File: config.mk
export PLATFORM = sky130hd
export DESIGN_NAME = tdbc_ram
export DESIGN_NICKNAME = d
export VERILOG_FILES = /design/src/rtl/tdbc_ram.sv
export SDC_FILE = /design/constraint.sdc
export NUM_CORES = 1
export LEC_CHECK = 0
export ABC_AREA = 1
export BUFFER_PORTS_ARGS = -buffer_cell sky130_fd_sc_hd__buf_2
export CAP_MARGIN = 20
export CORE_MARGIN = 2
export CORE_UTILIZATION = 61
export CTS_CLUSTER_SIZE = 30
export DETAILED_ROUTE_END_ITERATION = 8
export PLACE_DENSITY = 0.9
export SYNTH_ARGS = -nofsm -noshare
export SYNTH_HDL_FRONTEND = slang
export SYNTH_SLANG_ARGS = --single-unit
export TNS_END_PERCENT = 20
File: constraint.sdc
create_clock -name clk -period 1.4 [get_ports clk]
set_clock_uncertainty 0.05 [all_clocks]
set_input_delay 0 -clock clk [delete_from_list [all_inputs] [get_ports clk]]
set_output_delay 0 -clock clk [all_outputs]
set_load 0.01 [all_outputs]
File: src/rtl/tdbc_ram.sv
// Generic single-port-write, single-port-read RAM with registered read.
// No dependencies.
module tdbc_ram #(
  parameter int WIDTH = 8,
  parameter int DEPTH = 16
) (
  input  logic                     clk,
  input  logic                     we,
  input  logic [$clog2(DEPTH)-1:0] waddr,
  input  logic [WIDTH-1:0]         wdata,
  input  logic [$clog2(DEPTH)-1:0] raddr,
  output logic [WIDTH-1:0]         rdata
);

  logic [WIDTH-1:0] mem [DEPTH];

  always_ff @(posedge clk) begin
    if (we) begin
      mem[waddr] <= wdata;
    end
    rdata <= mem[raddr];
  end

endmodule

**After elaboration in Yosys (flattened, before gate mapping)**

Memories as Yosys holds them, arrays and structs flattened. A register that Yosys moved wholly into a read port is not among the register bits.
Index checks and enable logic that the tools add are counted.

- Multiplexer cells: 2

Operators by type and width:

| cell | count |
|---|---|
| 2-to-1 mux 1 bit | 2 |

- Flip-flop bits (word level): 0
- Bits of input ports: 18
- Logic and storage cells: 3
- Memories kept: 1
- Memory bits (writable): 128
- Output and inout bits: 8

Memory list:

| memory | words | bits a word | read ports | clocked after memory_dff | write ports | line | text |
|---|---|---|---|---|---|---|---|
| mem | 16 | 8 | 1 | 1 | 1 | 15 | `logic [WIDTH-1:0] mem [DEPTH];` |

**Logic depth before layout (Yosys ltp)**

Gate-level depths: netlist of the first run.

- Word-level depth: 2
- Depth in mapped cells: 8
- Gate-level depth less buffers: 7

**Least setup slack after synthesis of the first run**

Ideal clock, no wire load.

- Kind: input to register
- Start point: input waddr[2]
- End point: memory mem[10][0] (enable)
- Path slack: 399 ps
- Cell stages on the path: 2
- Library setup time: 370 ps
- Data required time: 980 ps
- Buffers on the path: 0
- Arrival time: 581 ps
- Cells stage by stage: nand3b_1 > nor2_1

RTL lines:

| element | line | text |
|---|---|---|
| from (decl) | 9 | `input logic [$clog2(DEPTH)-1:0] waddr,` |
| to (decl) | 15 |  |

No word-level cell before the write port.

==> results.cfg, run 1 <==
[die]
die_w_microns = 101
placementRows = 35
die-area_sq_um = 10200
die_h_microns = 101
start_util = 0.627
design.core.area_sq_um = 9200
io_pins = 26

[pwr]
power.density_nw_per_um2 = 1440
leakage_nw = 3.00
peakVddDrop_mv = 1.06

[global_routing]
use_met2 = 0.481
grt_pass1_wl_microns = 22500
busiest_layer = met2
met3_usage = 0.0883
grt_max_degree = 65
grt_overflow = 0
use_met1 = 0.384
grt_pass1_vias = 4119
grtUsageTotal = 0.307
grt_antenna_before_repair = 0

[clocking]
cts_buffer_depth = 2
cts_buffers = 17
cts.clk_slew.worst_paths_ns = 0.06
htreeDepth = 4
clock-root-buffer = clkbuf_8
cts_tree = built
numClockSinks = 136
worstSkewPairLatency_ns = 0.54
postCtsSetupBuffers = 0

[finish]
fin_cells = 730
multi_input_area_sq_um = 1210
fillers = 498
diodes = 0
drive_above_1_share = 0.131
seqCellArea_sq_um = 4000
synthToLayoutAreaGrowth_pct = 18.6
finalNetCount = 624

[route]
drc_errors = 0
wire_per_inst_microns = 20.2
vias_per_cell = 5.91
wl_microns = 14800
ant_nets = 0
drt_pass1_iterations = 6
num_vias = 4311
drt_iter0_markers = 783

[sta]
rsz0062_at_grt = no
hold_viol_final = 0
slew_headroom = 0.683
fin_crit_sh = 0.925
finalCriticalPeriod_ns = 1.30
fmax_ghz = 0.772
slew_viol_final = 0
setup_viol = 0
tightest_slew_ns = 0.476
tns_ns = 0

[placement]
place_congestion = 0.895
dp_hpwl_microns = 8220
portBuffers = 25
dpl.cell_count = 685

[synth]
ys_seq_area_frac = 0.694
synth_area_sq_um = 5770
netlist.area_leader.share = 0.667
syn_area_per_cell_sq_um = 10.5
netlist_instances = 551
synth_warnings = 0
synth.largest_area_cell = edfxtp_1
syn_nets = 569
synth_seq_cells = 136
synthTopCellsByArea = edfxtp_1, nand2_1, nand3_1
synth_cell_types = 12

[critical_path]
crit_required_ns = 1.77
crit_type = in2reg
cp-start-kind = input port
critPathMaxFanout = 32
critPathCaptureType = register
worstPathArrival_ns = 1.67

[run]
drv_cap = 0

[run_status]
status = complete, no violations

[min_path]
hold_path_class = in2reg
-- metal layers --
| layer | vias up | part of all wire |
|---|---|---|
| li1 | 1884 | - |
| met1 | 1951 | 0.34 |
| met2 | 396 | 0.47 |
| met3 | 80 | 0.13 |
| met4 | 0 | 0.058 |
| met5 | - | 0 |
-- metrics by stage --
step           power, W  setup WS [ns]  hold slack (ns)  utilization  instance area, sq um
2_1_floorplan   0.00499          0.399           0.0489            -                  5770
3_3_place_gp    0.00521          0.278            0.315        0.661                  6080
3_5_place_dp    0.00524          0.231            0.318        0.661                  6080
4_1_cts         0.00979          0.168           0.0216        0.741                  6820
5_1_grt          0.0101         0.0298           0.0493        0.744                  6840
6_report        0.00987          0.104           0.0356        0.744                  6840
-- Yosys cell counts --
cell / instances
buf_1: 1
nand3b_1: 2
buf_2: 13
buf_6: 6
buf_4: 4
nand2_1: 173
inv_1: 100
edfxtp_1: 128
nor2_1: 17
nand3_1: 97
dfxtp_1: 8
inv_2: 2
-- layout by cell type (no fill, tap or decap) --
cell	n
nor2_1	17
inv_1	100
buf_12	4
inv_6	1
buf_4	18
edfxtp_1	128
dlygate4sd3_1	12
clkbuf_8	1
clkbuf_16	17
inv_2	2
clkinvlp_4	4
buf_2	25
clkbuf_1	1
bufinv_16	4
dfxtp_1	8
clkinv_2	1
clkinv_4	4
nand3_1	97
nand2_1	173
nand3b_1	2
-- power breakdown --
group	total [W]	internal (W)	switching (W)
registers	0.00459	0.00455	0.0000348
clock network	0.00464	0.00290	0.00174
logic	0.000639	0.000203	0.000436
total	0.00987	0.00766	0.00221
-- area by class of cell --
class	count	share of cell area
timing repair buffer	60	0.0710
clock inverter	14	0.0291
clock buffer	18	0.0611
sequential	136	0.585
multi-input combinational	289	0.177
tap	111	0.0203
inverter	102	0.0560
-- worst paths after layout --
check	end	slack [ns]	from	cells after the start
max reg2reg	rdata[0]	0.27	mem[9][0]	6
max	rdata[0]	0.10	raddr[0]	9
min reg2reg	rdata[5]	0.68	mem[2][5]	6
min	mem[0][4]	0.04	we	4
-- sequential cells by signal, indices dropped and copies added, names as in the netlist --
register,count
mem,128
rdata,8
-- worst max-delay path, cell delays in order --
cell,delay (ns)
dlygate4sd3_1,0.54
buf_2,0.17
inv_2,0.14
buf_12,0.21
nand2_1,0.07
nand3_1,0.08
nand3_1,0.13
nand3_1,0.21
nand2_1,0.08
-- kinds of logic (layout without fill, tap and decap cells) --
logic type | after synthesis | in the layout | share of synthesized area
buffers and inverters | 126 | 194 | 0.0952
flip-flops | 136 | 136 | 0.694
AND/OR/NAND/NOR | 289 | 289 | 0.210
-- repair_timing --
item / CTS / global route
gates resized for setup: 0 / 0
endpoints found under the setup margin: 0 / 1
hold endpoints to repair: 136 / 0
hold buffers: 12 / 0
Note: power is estimated with default switching activity, not from simulation.
==> run 2, diff against run 1 <==
==> constraint.sdc (replaced) <==
create_clock -name clk -period 1.4 [get_ports clk]
set_clock_uncertainty 0.05 [all_clocks]
set_input_delay 0.28 -clock clk [delete_from_list [all_inputs] [get_ports clk]]
set_output_delay 0.28 -clock clk [all_outputs]
set_load 0.01 [all_outputs]
==> run 2 against run 1 <==
Against the previous run:
- clock power down 3%
- total power is 1.6% lower
- clock-buffer cell count did not move
- cell count down 0.82%
- critical path depth is 8 lower
- routed wire length is 0.93% lower
- design area decreased by 1.4%
- fmax is 3.3% lower
- non-clock buffer count down 6
- die area unchanged
- register-to-register slack got worse by 0.10 ns
- largest power group is now sequential cells
==> results.cfg, run 2 (synthesis results as in run 1) <==
[run_status]
status = complete, no violations

[route]
drt_iter0_markers = 538
num_vias = 4309
wire_per_inst_microns = 20.2
drt_pass1_iterations = 6
drc_errors = 0
wl_microns = 14600
ant_nets = 0
vias_per_cell = 5.95

[critical_path]
critPathMaxFanout = 1
slowest_stage = dfxtp_1
critPathCaptureType = output port
r2r_cells = 6
critPathMaxStageDelay_ns = 0.35
r2r-start = mem[9][5]
r2r-end = rdata[5]
crit_chain = buf_2
crit_required_ns = 1.07
cp.buffers_inverters = 1
worstPathArrival_ns = 1.01
crit_family = flip-flops
cp-start-kind = register
rrSetupSlack_ns = 0.17
crit_type = reg2out

[die]
placementRows = 35
die_w_microns = 101
design.core.area_sq_um = 9200
die_h_microns = 101
io_pins = 26
die-area_sq_um = 10200
start_util = 0.627

[finish]
layout_commonest_cell = nand2_1
drive_above_1_share = 0.135
final_cell_mix = nand2_1, edfxtp_1, inv_1, nand3_1, buf_2
seqCellArea_sq_um = 4000
synthToLayoutAreaGrowth_pct = 16.9
top_register = mem
post-route-util = 0.733
diodes = 0
largest_registers = mem: 128 flops, rdata: 8 flops
finalNetCount = 618
multi_input_area_sq_um = 1210
fin_cells = 724
largest_reg_flops = 128
fillers = 548

[sta]
tns_ns = 0
fmax_ghz = 0.747
rsz0062_at_grt = no
slew_viol_final = 0
hold_viol_final = 0
tightest_slew_ns = 0.377
setup_viol = 0
slew_headroom = 0.749
finalCriticalPeriod_ns = 1.34
fin_crit_sh = 0.957

[clocking]
cts_resized = 0
ctsHoldBuffers = 0
clock-root-buffer = clkbuf_8
cts_buffer_depth = 2
htreeDepth = 4
numClockSinks = 136
cts.clk_slew.worst_paths_ns = 0.06
cts_tree = built
postCtsSetupBuffers = 0
cts_buffers = 17
worstSkewPairLatency_ns = 0.51

[global_routing]
grt_max_degree = 41
grt_pass1_vias = 4134
grt_overflow = 0
grt_antenna_before_repair = 0
grt_pass1_wl_microns = 22600
grtUsageTotal = 0.307

[pwr]
peakVddDrop_mv = 0.972
totalPowerFinal_w = 0.00972
leakage_nw = 2.98
power.density_nw_per_um2 = 1440

[placement]
dpl.cell_count = 692
place_congestion = 0.881
portBuffers = 25
dp_hpwl_microns = 8310

[min_path]
hold_path_class = in2reg
hold_path_depth = 1
min_from = wdata[5]
min_to = mem[6][5]

[run]
drv_cap = 0
==> run 2: where the power goes <==
| group | internal (W) | switching [W] |
|---|---|---|
| logic | 0.000192 | 0.000429 |
| clock network | 0.00287 | 0.00164 |
| registers | 0.00455 | 0.0000317 |
==> run 2: worst max path at each step <==
| stage | from | to | slack [ns] | depth (start not counted) |
|---|---|---|---|---|
| finish | rdata[2] | rdata[2] | 0.06 | 1 |
| global route | rdata[2] | rdata[2] | 0.03 | 1 |
| CTS | rdata[2] | rdata[2] | 0.06 | 1 |
| detailed placement | raddr[0] | rdata[0] | -0.02 | 8 |
| global placement | raddr[0] | rdata[4] | 0.07 | 8 |
| floorplan | waddr[2] | mem[10][0] | 0.12 | 2 |
==> run 2: metrics by stage <==
step / instance area (sq um) / setup WS, ns / hold slack [ns]
after global routing: 6740 / 0.0326 / 0.106
after floorplan: 5770 / 0.119 / 0.329
final: 6740 / 0.0608 / 0.109
after global placement: 6140 / 0.0676 / 0.591
after CTS: 6740 / 0.0563 / 0.106
after detailed placement: 6140 / -0.0189 / 0.610
==> run 2: layout make-up <==
class | instances | area share
sequential | 136 | 0.594
multi-input combinational | 289 | 0.180
clock buffer | 18 | 0.0620
timing repair buffer | 54 | 0.0601
inverter | 102 | 0.0568
clock inverter | 14 | 0.0267
tap | 111 | 0.0206
==> run 2: metal layers <==
| metal | wire [microns] | part of all wire | global-route usage | up-vias |
|---|---|---|---|---|
| li1 | - | - | - | 1876 |
| met1 | 5050 | 0.34 | 0.393 | 2008 |
| met2 | 7130 | 0.49 | 0.500 | 343 |
| met3 | 1690 | 0.12 | 0.0711 | 82 |
| met4 | 764 | 0.052 | 0.146 | 0 |
| met5 | 0 | 0 | 0 | - |
