File: src/rtl/tdbc_pkg.sv
// Shared types, constants and helpers for the TTL DMA buffer cache.
// No dependencies; tdbc_ctrl and ttl_dma_buffer_cache import this package.
package tdbc_pkg;

  localparam int NUM_ENTRIES = 96;
  localparam int QUEUE_DEPTH = 256;
  localparam int ADDR_BITS   = 32;

  localparam int ENT_AW = $clog2(NUM_ENTRIES);
  localparam int QS_W   = $clog2(QUEUE_DEPTH);
  localparam int QA_W   = $clog2(2 * QUEUE_DEPTH);
  localparam int CNT_W  = 7;
  localparam int IDX_W  = 7;
  localparam int TTL_W  = 6;

  localparam logic [TTL_W-1:0] TTL_LONG  = TTL_W'(60);
  localparam logic [TTL_W-1:0] TTL_SHORT = TTL_W'(2);

  localparam logic [ADDR_BITS-1:0] ALIGN_MASK = ~ADDR_BITS'('hF);

  // Register reset values
  localparam logic [6:0]  SHORT_COUNT_RST = 7'd48;
  localparam logic [6:0]  TOTAL_COUNT_RST = 7'd64;
  localparam logic [15:0] SHORT_BYTES_RST = 16'(144 * 9);
  localparam logic [15:0] LONG_BYTES_RST  = 16'(160 * 9);

  // Register indexes
  localparam logic [1:0] CFG_SHORT_COUNT = 2'd0;
  localparam logic [1:0] CFG_TOTAL_COUNT = 2'd1;
  localparam logic [1:0] CFG_SHORT_BYTES = 2'd2;
  localparam logic [1:0] CFG_LONG_BYTES  = 2'd3;

  // Opcodes
  localparam logic [1:0] OP_REQUEST = 2'd0;
  localparam logic [1:0] OP_TICK    = 2'd1;
  localparam logic [1:0] OP_REBUILD = 2'd2;

  // Error codes
  localparam logic [1:0] ERR_OK     = 2'd0;
  localparam logic [1:0] ERR_NOFREE = 2'd1;
  localparam logic [1:0] ERR_SIZE   = 2'd2;

  typedef struct packed {
    logic [1:0]           opcode;
    logic [ADDR_BITS-1:0] dev_addr;
    logic [15:0]          request_bytes;
    logic                 long_lived;
    logic [IDX_W-1:0]     hint_index;
  } in_t;

  typedef struct packed {
    logic                 hit;
    logic                 fill_start;
    logic [IDX_W-1:0]     buffer_index;
    logic [15:0]          byte_offset;
    logic [ADDR_BITS-1:0] fill_source;
    logic [15:0]          fill_length;
    logic [1:0]           error_code;
  } out_t;

  // Class bounds and sizes, as seen by the controller
  typedef struct packed {
    logic [CNT_W-1:0] s;
    logic [CNT_W-1:0] t;
    logic [15:0]      short_bytes;
    logic [15:0]      long_bytes;
  } cfg_t;

  // One buffer's record in the entry memory
  typedef struct packed {
    logic [ADDR_BITS-1:0] src;
    logic [TTL_W-1:0]     ttl;
    logic [QS_W-1:0]      pos;
  } ent_t;

  localparam int ENT_W = $bits(ent_t);

  // True when a buffer starting at src of the given size holds the range
  function automatic logic covers(input logic [ADDR_BITS-1:0] src,
                                  input logic [ADDR_BITS-1:0] addr,
                                  input logic [15:0] req,
                                  input logic [15:0] size);
    logic [ADDR_BITS-1:0] diff;
    logic [15:0]          room;
    diff = addr - src;
    room = size - req;
    covers = (req <= size) && (addr >= src) && (diff <= ADDR_BITS'(room));
  endfunction

endpackage

File: src/rtl/tdbc_ctrl.sv
// Sequencer of the buffer cache: searches, hits, allocation, ageing walk
// and queue rebuild over the entry and free-queue memories.
// Depends on tdbc_pkg.
module tdbc_ctrl (
  input  logic                           clk,
  input  logic                           rst,
  input  tdbc_pkg::cfg_t                 cfg,
  input  logic                           in_valid,
  output logic                           in_stall,
  input  tdbc_pkg::in_t                  in_data,
  output logic                           out_valid,
  input  logic                           out_stall,
  output tdbc_pkg::out_t                 out_data,
  output logic [tdbc_pkg::ENT_AW-1:0]    ent_raddr,
  input  logic [tdbc_pkg::ENT_W-1:0]     ent_rdata,
  output logic                           ent_we,
  output logic [tdbc_pkg::ENT_AW-1:0]    ent_waddr,
  output logic [tdbc_pkg::ENT_W-1:0]     ent_wdata,
  output logic [tdbc_pkg::QA_W-1:0]      q_raddr,
  input  logic [tdbc_pkg::IDX_W-1:0]     q_rdata,
  output logic                           q_we,
  output logic [tdbc_pkg::QA_W-1:0]      q_waddr,
  output logic [tdbc_pkg::IDX_W-1:0]     q_wdata
);
  import tdbc_pkg::*;

  localparam logic [3:0] ST_IDLE  = 4'd0;
  localparam logic [3:0] ST_SRD   = 4'd1;
  localparam logic [3:0] ST_SCHK  = 4'd2;
  localparam logic [3:0] ST_LSCAN = 4'd3;
  localparam logic [3:0] ST_WALK  = 4'd4;
  localparam logic [3:0] ST_HIT   = 4'd5;
  localparam logic [3:0] ST_DQ1   = 4'd6;
  localparam logic [3:0] ST_DQ2   = 4'd7;
  localparam logic [3:0] ST_MISS  = 4'd8;
  localparam logic [3:0] ST_AL1   = 4'd9;
  localparam logic [3:0] ST_AL2   = 4'd10;
  localparam logic [3:0] ST_DONE  = 4'd11;

  localparam logic [CNT_W-1:0] NUM_CNT = CNT_W'(NUM_ENTRIES);

  logic [3:0]             state;
  in_t                    item;
  out_t                   res;
  logic [QS_W-1:0]        shead, stail, lhead, ltail;
  logic [CNT_W-1:0]       iss;
  logic                   p_v;
  logic [ENT_AW-1:0]      p_i;
  logic                   walk_reb;
  logic                   longp;
  logic [ENT_AW-1:0]      h_i;
  ent_t                   h_ent;
  logic                   h_long;
  logic [IDX_W-1:0]       dq_tv;
  logic                   m_long;
  logic [ENT_AW-1:0]      al_idx;
  logic [NUM_ENTRIES-1:0] vld;
  logic                   vld_q;

  ent_t             cur;
  logic [CNT_W-1:0] lim;
  logic             iss_go;
  logic             pc_short;
  logic [QS_W-1:0]  head_c;
  logic [QS_W-1:0]  htail, hhead;
  logic             hit_now;
  logic             tick_enq;
  logic             deq;
  logic             ml;
  logic [15:0]      msize;
  logic [QS_W-1:0]  mtail, mhead;
  logic [ENT_AW-1:0] al_sel;
  logic             load_out;

  // Entries never written since reset read as zero
  assign cur = vld_q ? ent_t'(ent_rdata) : '0;

  assign in_stall = (state != ST_IDLE);
  assign load_out = (state == ST_DONE) && (!out_valid || !out_stall);

  // Walk limits and per-entry helpers
  assign lim      = (state == ST_WALK && walk_reb) ? NUM_CNT : cfg.t;
  assign iss_go   = (iss < lim);
  assign pc_short = (CNT_W'(p_i) < cfg.s);
  assign head_c   = pc_short ? shead : lhead;
  assign hit_now  = p_v && covers(cur.src, item.dev_addr, item.request_bytes,
                                  cfg.long_bytes);
  assign tick_enq = (state == ST_WALK) && !walk_reb && p_v && (cur.ttl == TTL_W'(1));

  // Queue pointers of the class that was hit
  assign htail = h_long ? ltail : stail;
  assign hhead = h_long ? lhead : shead;
  assign deq   = (h_ent.ttl == '0) && (htail != hhead);

  // Miss class selection
  assign ml    = longp && item.long_lived && (ltail != lhead);
  assign msize = ml ? cfg.long_bytes : cfg.short_bytes;
  assign mtail = ml ? ltail : stail;
  assign mhead = ml ? lhead : shead;

  assign al_sel = (q_rdata < IDX_W'(NUM_ENTRIES)) ? ENT_AW'(q_rdata) : '0;

  // Memory port steering
  always_comb begin
    ent_raddr = iss[ENT_AW-1:0];
    ent_we    = 1'b0;
    ent_waddr = p_i;
    ent_wdata = '0;
    q_raddr   = '0;
    q_we      = 1'b0;
    q_waddr   = '0;
    q_wdata   = '0;
    unique case (state)
      ST_IDLE, ST_SRD: begin
        ent_raddr = ENT_AW'(item.hint_index);
      end
      ST_WALK: begin
        if (p_v && walk_reb) begin
          ent_we = 1'b1;
          if (CNT_W'(p_i) < cfg.t) begin
            q_we    = 1'b1;
            q_wdata = IDX_W'(p_i);
            if (pc_short) begin
              ent_wdata = {{ADDR_BITS{1'b0}}, {TTL_W{1'b0}}, QS_W'(p_i)};
              q_waddr   = {1'b0, QS_W'(p_i)};
            end else begin
              ent_wdata = {{ADDR_BITS{1'b0}}, {TTL_W{1'b0}},
                           QS_W'(p_i) - QS_W'(cfg.s)};
              q_waddr   = {1'b1, QS_W'(p_i) - QS_W'(cfg.s)};
            end
          end else begin
            ent_wdata = {{ADDR_BITS{1'b0}}, {TTL_W{1'b0}}, cur.pos};
          end
        end else if (p_v && cur.ttl != '0) begin
          ent_we    = 1'b1;
          ent_wdata = {cur.src, cur.ttl - TTL_W'(1), tick_enq ? head_c : cur.pos};
          if (tick_enq) begin
            q_we    = 1'b1;
            q_waddr = {!pc_short, head_c};
            q_wdata = IDX_W'(p_i);
          end
        end
      end
      ST_HIT: begin
        ent_we    = 1'b1;
        ent_waddr = h_i;
        ent_wdata = {h_ent.src, h_long ? TTL_LONG : TTL_SHORT, h_ent.pos};
        q_raddr   = {h_long, htail};
      end
      ST_DQ1: begin
        ent_raddr = ENT_AW'(q_rdata);
        if (h_ent.pos != htail) begin
          q_we    = 1'b1;
          q_waddr = {h_long, h_ent.pos};
          q_wdata = q_rdata;
        end
      end
      ST_DQ2: begin
        ent_we    = 1'b1;
        ent_waddr = ENT_AW'(dq_tv);
        ent_wdata = {cur.src, cur.ttl, h_ent.pos};
      end
      ST_MISS: begin
        q_raddr = {ml, mtail};
      end
      ST_AL1: begin
        ent_raddr = al_sel;
      end
      ST_AL2: begin
        ent_we    = 1'b1;
        ent_waddr = al_idx;
        ent_wdata = {item.dev_addr & ALIGN_MASK, TTL_SHORT, cur.pos};
      end
      default: begin
      end
    endcase
  end

  // Valid bits stand in for the zero reset of the entry memory
  always_ff @(posedge clk) begin
    if (rst) begin
      vld   <= '0;
      vld_q <= 1'b0;
    end else begin
      if (ent_we) begin
        vld[ent_waddr] <= 1'b1;
      end
      vld_q <= (CNT_W'(ent_raddr) < NUM_CNT) ? vld[ent_raddr] : 1'b0;
    end
  end

  // Sequencer
  always_ff @(posedge clk) begin
    if (rst) begin
      state     <= ST_IDLE;
      out_valid <= 1'b0;
      shead     <= '0;
      stail     <= '0;
      lhead     <= '0;
      ltail     <= '0;
      p_v       <= 1'b0;
    end else begin
      if (load_out) begin
        out_valid <= 1'b1;
        out_data  <= res;
      end else if (out_valid && !out_stall) begin
        out_valid <= 1'b0;
      end

      unique case (state)
        ST_IDLE: begin
          if (in_valid) begin
            item <= in_data;
            res  <= '0;
            p_v  <= 1'b0;
            iss  <= '0;
            unique case (in_data.opcode)
              OP_REQUEST: begin
                longp <= in_data.long_lived || (in_data.hint_index >= cfg.s);
                if (in_data.long_lived || (in_data.hint_index >= cfg.s)) begin
                  iss   <= cfg.s;
                  state <= ST_LSCAN;
                end else begin
                  state <= ST_SRD;
                end
              end
              OP_TICK: begin
                walk_reb <= 1'b0;
                state    <= ST_WALK;
              end
              OP_REBUILD: begin
                walk_reb <= 1'b1;
                state    <= ST_WALK;
              end
              default: state <= ST_DONE;
            endcase
          end
        end
        ST_SRD: state <= ST_SCHK;
        ST_SCHK: begin
          if (covers(cur.src, item.dev_addr, item.request_bytes, cfg.short_bytes)) begin
            h_i    <= ENT_AW'(item.hint_index);
            h_ent  <= cur;
            h_long <= 1'b0;
            state  <= ST_HIT;
          end else begin
            state <= ST_MISS;
          end
        end
        ST_LSCAN: begin
          if (hit_now) begin
            h_i    <= p_i;
            h_ent  <= cur;
            h_long <= 1'b1;
            p_v    <= 1'b0;
            state  <= ST_HIT;
          end else if (iss_go) begin
            p_v <= 1'b1;
            p_i <= iss[ENT_AW-1:0];
            iss <= iss + CNT_W'(1);
          end else begin
            p_v <= 1'b0;
            if (!p_v) state <= ST_MISS;
          end
        end
        ST_WALK: begin
          if (tick_enq) begin
            if (pc_short) shead <= shead + QS_W'(1);
            else          lhead <= lhead + QS_W'(1);
          end
          if (iss_go) begin
            p_v <= 1'b1;
            p_i <= iss[ENT_AW-1:0];
            iss <= iss + CNT_W'(1);
          end else begin
            p_v <= 1'b0;
            if (!p_v) begin
              if (walk_reb) begin
                stail <= '0;
                ltail <= '0;
                shead <= QS_W'(cfg.s);
                lhead <= QS_W'(cfg.t - cfg.s);
              end
              state <= ST_DONE;
            end
          end
        end
        ST_HIT: begin
          res.hit          <= 1'b1;
          res.buffer_index <= IDX_W'(h_i);
          res.byte_offset  <= 16'(item.dev_addr - h_ent.src);
          state            <= deq ? ST_DQ1 : ST_DONE;
        end
        ST_DQ1: begin
          dq_tv <= q_rdata;
          if ((h_ent.pos != htail) && (q_rdata < IDX_W'(NUM_ENTRIES))) begin
            state <= ST_DQ2;
          end else begin
            if (h_long) ltail <= ltail + QS_W'(1);
            else        stail <= stail + QS_W'(1);
            state <= ST_DONE;
          end
        end
        ST_DQ2: begin
          if (h_long) ltail <= ltail + QS_W'(1);
          else        stail <= stail + QS_W'(1);
          state <= ST_DONE;
        end
        ST_MISS: begin
          m_long <= ml;
          if (item.request_bytes > msize) begin
            res.error_code <= ERR_SIZE;
            state          <= ST_DONE;
          end else if (mtail == mhead) begin
            res.error_code <= ERR_NOFREE;
            state          <= ST_DONE;
          end else begin
            if (ml) ltail <= ltail + QS_W'(1);
            else    stail <= stail + QS_W'(1);
            state <= ST_AL1;
          end
        end
        ST_AL1: begin
          al_idx <= al_sel;
          state  <= ST_AL2;
        end
        ST_AL2: begin
          res.fill_start   <= 1'b1;
          res.buffer_index <= IDX_W'(al_idx);
          res.byte_offset  <= {12'b0, item.dev_addr[3:0]};
          res.fill_source  <= item.dev_addr & ALIGN_MASK;
          res.fill_length  <= m_long ? cfg.long_bytes : cfg.short_bytes;
          state            <= ST_DONE;
        end
        ST_DONE: begin
          if (load_out) state <= ST_IDLE;
        end
        default: state <= ST_IDLE;
      endcase
    end
  end

  // Checks
  a_idle_quiet: assert property (@(posedge clk) disable iff (rst)
    (state == ST_IDLE) |-> (!ent_we && !q_we))
    else $error("memory write while idle");

  a_hit_xor_fill: assert property (@(posedge clk) disable iff (rst)
    out_valid |-> !(out_data.hit && out_data.fill_start))
    else $error("result both hit and fill");

  a_err_clean: assert property (@(posedge clk) disable iff (rst)
    (out_valid && out_data.error_code != ERR_OK) |->
      (!out_data.hit && !out_data.fill_start && out_data.fill_length == '0))
    else $error("error result carries payload");

  a_waddr_range: assert property (@(posedge clk) disable iff (rst)
    ent_we |-> (CNT_W'(ent_waddr) < NUM_CNT))
    else $error("entry write out of range");

endmodule

File: config.mk
export PLATFORM = sky130hd
export DESIGN_NAME = tdbc_ctrl
export DESIGN_NICKNAME = d
export VERILOG_FILES = /design/src/rtl/tdbc_pkg.sv /design/src/rtl/tdbc_ctrl.sv
export SDC_FILE = /design/constraint.sdc
export NUM_CORES = 1
export LEC_CHECK = 0
export BUFFER_PORTS_ARGS = -buffer_cell sky130_fd_sc_hd__clkbuf_2
export CAP_MARGIN = 20
export CORE_MARGIN = 2
export CORE_UTILIZATION = 30
export CTS_CLUSTER_DIAMETER = 100
export DETAILED_ROUTE_END_ITERATION = 16
export SYNTH_ARGS = -nofsm -noshare
export SYNTH_HDL_FRONTEND = slang
export SYNTH_SLANG_ARGS = --single-unit
File: constraint.sdc
create_clock -name clk -period 10.3 [get_ports clk]
set_input_delay 0.515 -clock clk [delete_from_list [all_inputs] [get_ports clk]]
set_output_delay 0.515 -clock clk [all_outputs]
set_load 0.01 [all_outputs]
# After elaboration in Yosys (flattened, before gate mapping)
# Index checks and enable logic that the tools add are counted.
# Widths: inputs -> output; s select.
# op_classes
bitwise	3
n_eq_ne	34
n_addsub	12
n_lt_le_gt_ge	15
n_mux	119
n_reduce_logical	62
# op_table
cell	count
$mux 46	6
$mux 8	30
$pmux 46 s4	1
$mux 7	16
$or 96x96->96	1
$pmux 48 s2	1
$pmux 46 s2	1
$mux 75	1
$pmux 23 s3	1
$le 32x16->1	2
$pmux 8 s4	2
$pmux 7 s3	3
$mux 9	6
$sub 16x16->16	3
$pmux 4 s11	1
$pmux 7 s2	3
$mux 4	10
$pmux 9 s2	2
$add 8x1->8 const B	4
$ge 32x32->1	1
$le 16x16->1	2
$mux 16	2
$sub 32x32->32	1
$ne 2x2->1 const B	13
46 further kinds	132
# word_totals
reg_bits	426
inputBits	161
out_inout_bits	164
wordCells	284

# Longest topological paths before layout
# Gate-level depths: netlist of the first run.
# logic_depth
depth_word	8
ltp_mapped	24
ltp_nobuf	22

# Worst setup path after synthesis of the first run
# OpenSTA, ideal clock, no wires.
# synth_timing
path_kind	register to register
start	register vld_q
end	register h_ent[0] (netlist name) (enable)
required_time_ns	9.756
synth_period_minus_slack_ns	8.637
setup_time_ns	0.544
path_buffers	3
path_slack_ns	1.663
path_stages_with_launch	22
t_arrival_ns	8.094
path_cell_list	dfxtp_1 -> clkbuf_1 -> clkbuf_1 -> clkbuf_1 -> nand2_1 -> ha_1 -> nor2b_1 -> o31a_1 -> o21ai_0 -> a21o_1 -> nand2_1 -> a21o_1 -> a21oi_1 -> xnor2_1 -> ha_1 -> nand3_1 -> nor2_1 -> nand2_1 -> or4_1 -> a21oi_1 -> a22o_1 -> nor3b_1
# synth_between
elab_chain_len	7
word_cells_on_any_way	13
cone_classes	add/sub: 1; order compare: 3; eq/ne: 2; mux: 1; reduce/logical: 6
# synth_lines
element	line_no	rtl
start, declared	tdbc_ctrl.sv:58	logic vld_q;
start signal, assigned	tdbc_ctrl.sv:188	vld_q <= (CNT_W'(ent_raddr) < NUM_CNT) ? vld[ent_raddr] : 1'b0;
$mux 46 (*)	tdbc_ctrl.sv:76	assign cur = vld_q ? ent_t'(ent_rdata) : '0;
$sub 32x32->32 or $ge 32x32->1 (tied branches)	tdbc_pkg.sv:85, tdbc_pkg.sv:87	
$le 32x16->1 or $logic_and 1x1->1 (tied branches)	tdbc_pkg.sv:87	covers = (req <= size) && (addr >= src) && (diff <= ADDR_BITS'(room));
$logic_and 1x1->1	tdbc_pkg.sv:87	
$logic_and 1x1->1	tdbc_ctrl.sv:86	assign hit_now = p_v && covers(cur.src, item.dev_addr, item.request_bytes,
$ne 2x2->1 (no line)	n/a	
$reduce_and 4->1 (no line) (*)	n/a	
end signal, assigned	tdbc_ctrl.sv:243	h_ent <= cur;
end signal, assigned	tdbc_ctrl.sv:253	h_ent <= cur;
end, declared	tdbc_ctrl.sv:52	ent_t h_ent;
# Every way passes the cells marked *; elsewhere a longest branch is shown, timed or not.
# A chain may end at the register's enable or synchronous reset.

# Final worst setup path of the first run
# layout_timing
start	register vld_q
end	register p_i[3] (enable)
# layout_between
elab_chain_len	7
word_cells_on_any_way	9
cone_classes	add/sub: 1; order compare: 2; eq/ne: 1; mux: 1; reduce/logical: 4
# layout_lines
element	line_no	rtl
$mux 46 (*)	tdbc_ctrl.sv:76	
$sub 32x32->32 or $ge 32x32->1 (tied branches)	tdbc_pkg.sv:85, tdbc_pkg.sv:87	
$le 32x16->1 or $logic_and 1x1->1 (tied branches)	tdbc_pkg.sv:87	
$logic_and 1x1->1 (*)	tdbc_pkg.sv:87	
$logic_and 1x1->1 (*)	tdbc_ctrl.sv:86	
$ne 2x2->1 (no line) (*)	n/a	
$reduce_and 3->1 (no line) (*)	n/a	
end signal, assigned	tdbc_ctrl.sv:259	p_i <= iss[ENT_AW-1:0];
end signal, assigned	tdbc_ctrl.sv:273	p_i <= iss[ENT_AW-1:0];
end, declared	tdbc_ctrl.sv:48	logic [ENT_AW-1:0] p_i;
# Marks and branches as above.

==> reports/metrics.cfg, run 1 <==
[clock_network]
clock_latency_ns=0.60
htree_levels=2
clock_path_buffers=3
ctsHoldBuffers=0
ctsResizeCount=0
numCtsBuffers=49
cts-root-buf=clkbuf_16
post_cts_buffers=0
cts_tree=built
cts_sinks=418
cts.reportedPaths.clkPinSlew_ns=0.06

[logic_synthesis]
synth_cell_types=90
yosysTopAreaCellShare_pct=34.3
synthCells=2566
ys_seq_area_share_pct=45.3
synth_area_sq_um=24700
syn_avg_cell_area_sq_um=9.64
ys_ff_latch=418
yosysWarnings=0
synth_flop_cell=edfxtp_1
synth_top_area_cell=edfxtp_1
async_reset_ff_share_pct=0
ys_top_cells_by_area=edfxtp_1, dfxtp_1, ha_1, a21oi_1, nor2_1
synth-edff-count=283

[finish]
final_cell_mix=clkbuf_2, edfxtp_1, nor2_1, nand2_1, a21oi_1
fill_cells=8278
multi_input_area_sq_um=12500
syn_to_final_growth_pct=17.8
final_common_cell=clkbuf_2
seqCellArea_sq_um=11200
drive_gt1_share_pct=16.0
finalNetCount=3199

[power_and_ir_drop]
p_per_area_nw_per_um2=210
ir_worst_vdd_v=0.000125
power_uw=6130
leakage_uw=0.0120

[detailed_routing]
vias=21024
drt_first_pass_iters=5
drc=0
drt-total-wl_mm=85.1
routedWlPerCell_um=21.4
postRouteAntennaNets=0
drt-initial-drc-count=1979
viasPerCell=5.30

[place]
hpwl_mm=64.8
port_buffers=320
gp_congestion=0.952
pre_cts_ws_ns=4.55

[floorplanning]
dieArea_sq_um=84800
num_rows=105
coreArea_sq_um=81800
ioPinCount=325
die-width_um=291
die_y_um=291
initial_utilization_pct=30.2

[grt]
antenna_found_initial=8
grt_overflow_total=0
globalRouteTotalUtil_pct=19.4
grt_pass1_vias=20090
grt_pass1_wl_mm=127
grt_start_max_net_pins=102

[critical_path]
critPathMaxFanout=47
cp-start-kind=flip-flop
rr_startpoint=vld_q$_SDFF_PP0_
cp.required_ns=10.55
max_stage_delay_ns=0.53
cp-startpoint=vld_q$_SDFF_PP0_
critical_path_class=flip-flop to flip-flop
critPathBufInv=1
crit_arrival_ns=6.00
path_cells=buf_4 -> nand2_1 -> ha_1 -> nor2b_1 -> o31a_1 -> o21ai_0 -> a21o_1 -> nand2_1 -> a21o_1 -> a21oi_1 -> xnor2_1 -> ha_1 -> nand3_1 -> nor2_1 -> nand2_1 -> or4_1 -> a21oi_1 -> o2111ai_1 -> nor3_1 -> or3b_1 -> nor2_1
path_common_cell=nand2_1
crit_path_end_kind=flip-flop
cp_slowest_cell=or4_1
path_delay_family=simple AND/OR/NAND/NOR gates

[min_path]
hp-class=input port to flip-flop
min-delay-start=in_data[52]

[sta]
skew_ns=0.0227
grt_setup_unrepaired=no
max_freq_mhz=174
slew_violations=0
slew_headroom_pct=26.8
tns_ns=0
final.min_clock_period_ns=5.76
final-hold-violation-count=0
setup-violations-final=0
fin_ws_ns=4.54
fin_crit_sh_pct=55.9
tightest_slew_ns=1.09

[status]
outcome=complete, no violations

[flow_run]
drv_cap=0

==> per-layer routing <==
| metal | share of wire (%) | vias to the layer above | global-route usage [%] |
|---|---|---|---|
| met5 | 0.076 | - | 0 |
| met1 | 46 | 10188 | 27.5 |
| met2 | 45 | 720 | 30.3 |
| met3 | 6.7 | 106 | 3.61 |
| li1 | - | 10000 | - |
| met4 | 2.1 | 10 | 4.88 |
==> report_power, final <==
| group | internal, uW | switching [uW] | total (uW) | leakage (uW) |
|---|---|---|---|---|
| registers | 1970 | 137 | 2110 | 0.00369 |
| logic | 804 | 1470 | 2280 | 0.00748 |
| clock network | 1020 | 728 | 1750 | 0.000792 |
| total | 3790 | 2340 | 6130 | 0.0120 |
==> Yosys cell counts (20+ instances only) <==
master and count:
edfxtp_1 283, nor2_1 276, nand2_1 230, a21oi_1 225, ha_1 172, inv_1 153, dfxtp_1 135, o21ai_0 111
mux2i_1 84, clkbuf_1 82, and2_1 68, xnor2_1 57, nand3_1 51, xor2_1 44, a21o_1 39, a221o_1 35
nor3_1 33, a22o_1 32, nand4_1 32, a211oi_1 24, o21a_1 23, nand2b_1 21, nor2b_1 21, nor4_1 20
==> cell type report <==
| type | count | share of cell area, % |
|---|---|---|
| multi-input cells | 1882 | 43.0 |
| flip-flops and latches | 418 | 38.4 |
| repair buffers | 352 | 6.38 |
| clock buffers | 65 | 4.74 |
| well taps | 1070 | 4.59 |
| inverters | 157 | 2.02 |
| clock inverters | 23 | 0.781 |
| diodes | 2 | 0.0172 |
==> worst register-to-register path, delay by kind of cell (launching register included) <==
kind                       cells  cell delay, ns
buffers and inverters          1            0.44
adders and majority gates      2            0.66
AOI/OAI and AO/OA              7            1.67
xor gates and xnor gates       1            0.13
and+or+nand+nor               10            2.21
DFF                            1            0.31
==> cell families (layout without fill, tap and decap cells) <==
kind of cell               count (synthesis)  count (layout)  share of synthesized area, %
and+or+nand+nor                          838             838                          16.1
AOI/OAI and AO/OA                        677             677                          18.1
DFF                                      418             418                          45.3
buffers and inverters                    269             597                          4.34
adders and majority gates                178             178                          9.18
xor gates and xnor gates                 101             101                          3.57
muxes                                     84              84                          3.40
other                                      1               6                        0.0152
==> sequential cells by signal (all words and copies together), names as in the netlist, 8 cells and up <==
signal and cells:
vld 96, out_data 71, res 71, item 56, h_ent 46, lhead 8
ltail 8, shead 8, stail 8
==> through the flow <==
step,std cells,instance area [sq um],utilization [%],hold slack [ns]
floorplan,2569,24800,-,0.400
global placement,3874,27500,33.6,0.401
detailed placement,3878,27500,33.6,0.405
CTS,3966,29100,35.6,0.0512
global route,3969,29100,35.6,0.0659
finish,3969,29100,35.6,0.0884
==> final timing paths <==
check | slack (ns) | cells after the start | to
min reg2reg | 0.41 | 0 | out_data[43]$_DFFE_PP_
min | 0.09 | 1 | item[52]$_DFFE_PP_
max reg2reg | 4.54 | 21 | p_i[3]$_DFFE_PP_
max | 4.54 | 21 | p_i[3]$_DFFE_PP_
(Power assumes the default switching activity.)
==> run 2, diff against run 1 <==
Clock period 10.3 ns to 5.2 ns, I/O delays scaled along.
==> reports/metrics.cfg, run 2 (synthesized netlist as in run 1, its figures left out) <==
[finish]
num_antenna_cells=0
final_cell_mix=clkbuf_2, edfxtp_1, nor2_1, nand2_1, a21oi_1
syn_to_final_growth_pct=23.6
reg_top3=vld (96), out_data (71), res (71)
fill_cells=8211
final_common_cell=clkbuf_2
largest_reg_flops=96
drive_gt1_share_pct=17.2
max_flop_register=vld
finalNetCount=3329
finish.cell_count_without_fillers=4099

[detailed_routing]
drt-total-wl_mm=87.0
viasPerCell=5.29
postRouteAntennaNets=0
drt-initial-drc-count=1900
routedWlPerCell_um=21.2
drt_first_pass_iters=6
vias=21676
drc=0

[floorplanning]
die_y_um=291
dieArea_sq_um=84800
num_rows=105
ioPinCount=325
initial_utilization_pct=30.2
coreArea_sq_um=81800
die-width_um=291

[sta]
fin_ws_ns=0.273
slew_violations=0
final-hold-violation-count=0
hold_slack_ns=0.0377
final.min_clock_period_ns=4.93
setup-violations-final=0
fin_crit_sh_pct=94.8
skew_ns=0.0185
max_freq_mhz=203
slew_headroom_pct=28.0
tightest_slew_ns=1.08

[flow_run]
drv_cap=0

[grt]
grt_overflow_total=0
globalRouteTotalUtil_pct=19.7
grt_pass1_wl_mm=129
grt_pass1_vias=20539
grt_start_max_net_pins=102
antenna_found_initial=5

[min_path]
min-delay-start=cfg[39]
hold_depth=3
hp-class=input port to flip-flop

[clock_network]
clock_path_buffers=3
clock_latency_ns=0.61
cts.reportedPaths.clkPinSlew_ns=0.06
cts_sinks=418
cts_tree=built
cts-root-buf=clkbuf_16
htree_levels=2
numCtsBuffers=49

[critical_path]
crit_arrival_ns=5.23
cp-start-kind=flip-flop
cp-startpoint=vld_q$_SDFF_PP0_
cp.required_ns=5.50
rr_startpoint=vld_q$_SDFF_PP0_
critPathMaxFanout=21
crit_path_end_kind=flip-flop
reg2reg_depth=14
critical_path_class=flip-flop to flip-flop

[status]
outcome=complete, no violations

[power_and_ir_drop]
power_uw=12500
leakage_uw=0.0126
ir_worst_vdd_v=0.000256
p_per_area_nw_per_um2=408

[place]
dpl.cell_count=3908
hpwl_mm=65.4
gp_congestion=0.930
port_buffers=320
pre_cts_ws_ns=0.198

==> run 2: cell count changes in the layout (fill, tap and decap cells not counted), sizes merged <==
cell,previous run,this run
buf,32,64
bufinv,3,4
clkbuf,385,379
clkinv,17,22
clkinvlp,1,2
diode,2,0
dlygate4sd3,0,97
inv,159,161
==> run 2: repair_timing <==
item | CTS | global route
hold buffers | 97 | 0
setup endpoints to repair | 0 | 61
endpoints found under the hold margin | 97 | 0
resized for setup | 0 | 10
setup buffers | 0 | 1
==> run 2: path summary, 6_finish.rpt <==
kind | end | slack, ns
hold / removal | shead[0]$_SDFFE_PP0P_ | 0.04
hold reg to reg | out_data[50]$_DFFE_PP_ | 0.41
setup / recovery | h_ent[35]$_DFFE_PP_ | 0.27
setup reg to reg | h_ent[35]$_DFFE_PP_ | 0.27
==> run 2: area by class of cell <==
type                       instances  area [sq um]  area share, %
timing repair buffer             482          3190           10.4
inverter                         157           589           1.93
clock buffer                      58          1320           4.32
multi-input combinational       1882         12600           41.3
clock inverter                    32           314           1.03
sequential                       418         11200           36.6
tap                             1070          1340           4.38
==> run 2: per-stage QoR <==
step	instance area [sq um]	utilization, %	setup TNS [ns]
after global placement	27800	34.0	0
after floorplan	24900	-	-12.16
after CTS	30500	37.2	0
final	30600	37.4	0
after detailed placement	27900	34.1	0
after global routing	30600	37.4	-0.364
==> run 2: report_power, final <==
part	leakage (uW)	switching [uW]	total, uW	internal (uW)
sequential	0.00369	240	4140	3900
combinational	0.00810	3050	4810	1760
clock	0.000813	1510	3540	2030
total	0.0126	4790	12500	7690
==> run 2: critical path, stage by stage, from the launching register on <==
cell and delay [ns]:
dfxtp_2 0.48, buf_4 0.33, nand2_1 0.14, ha_1 0.41
a211oi_1 0.38, o21ai_0 0.20, a221oi_2 0.48, nor4bb_1 0.62
nor3_1 0.15, xnor2_1 0.27, and4_1 0.28, nand4_1 0.19
nor3b_4 0.26, buf_12 0.18, clkbuf_16 0.21
==> run 2: per-layer routing <==
metal / track usage (%) / share of wire, %
met1: 27.4 / 46
met2: 31.2 / 45
met3: 3.22 / 6.4
met4: 6.09 / 3.1
met5: 0 / 0.076
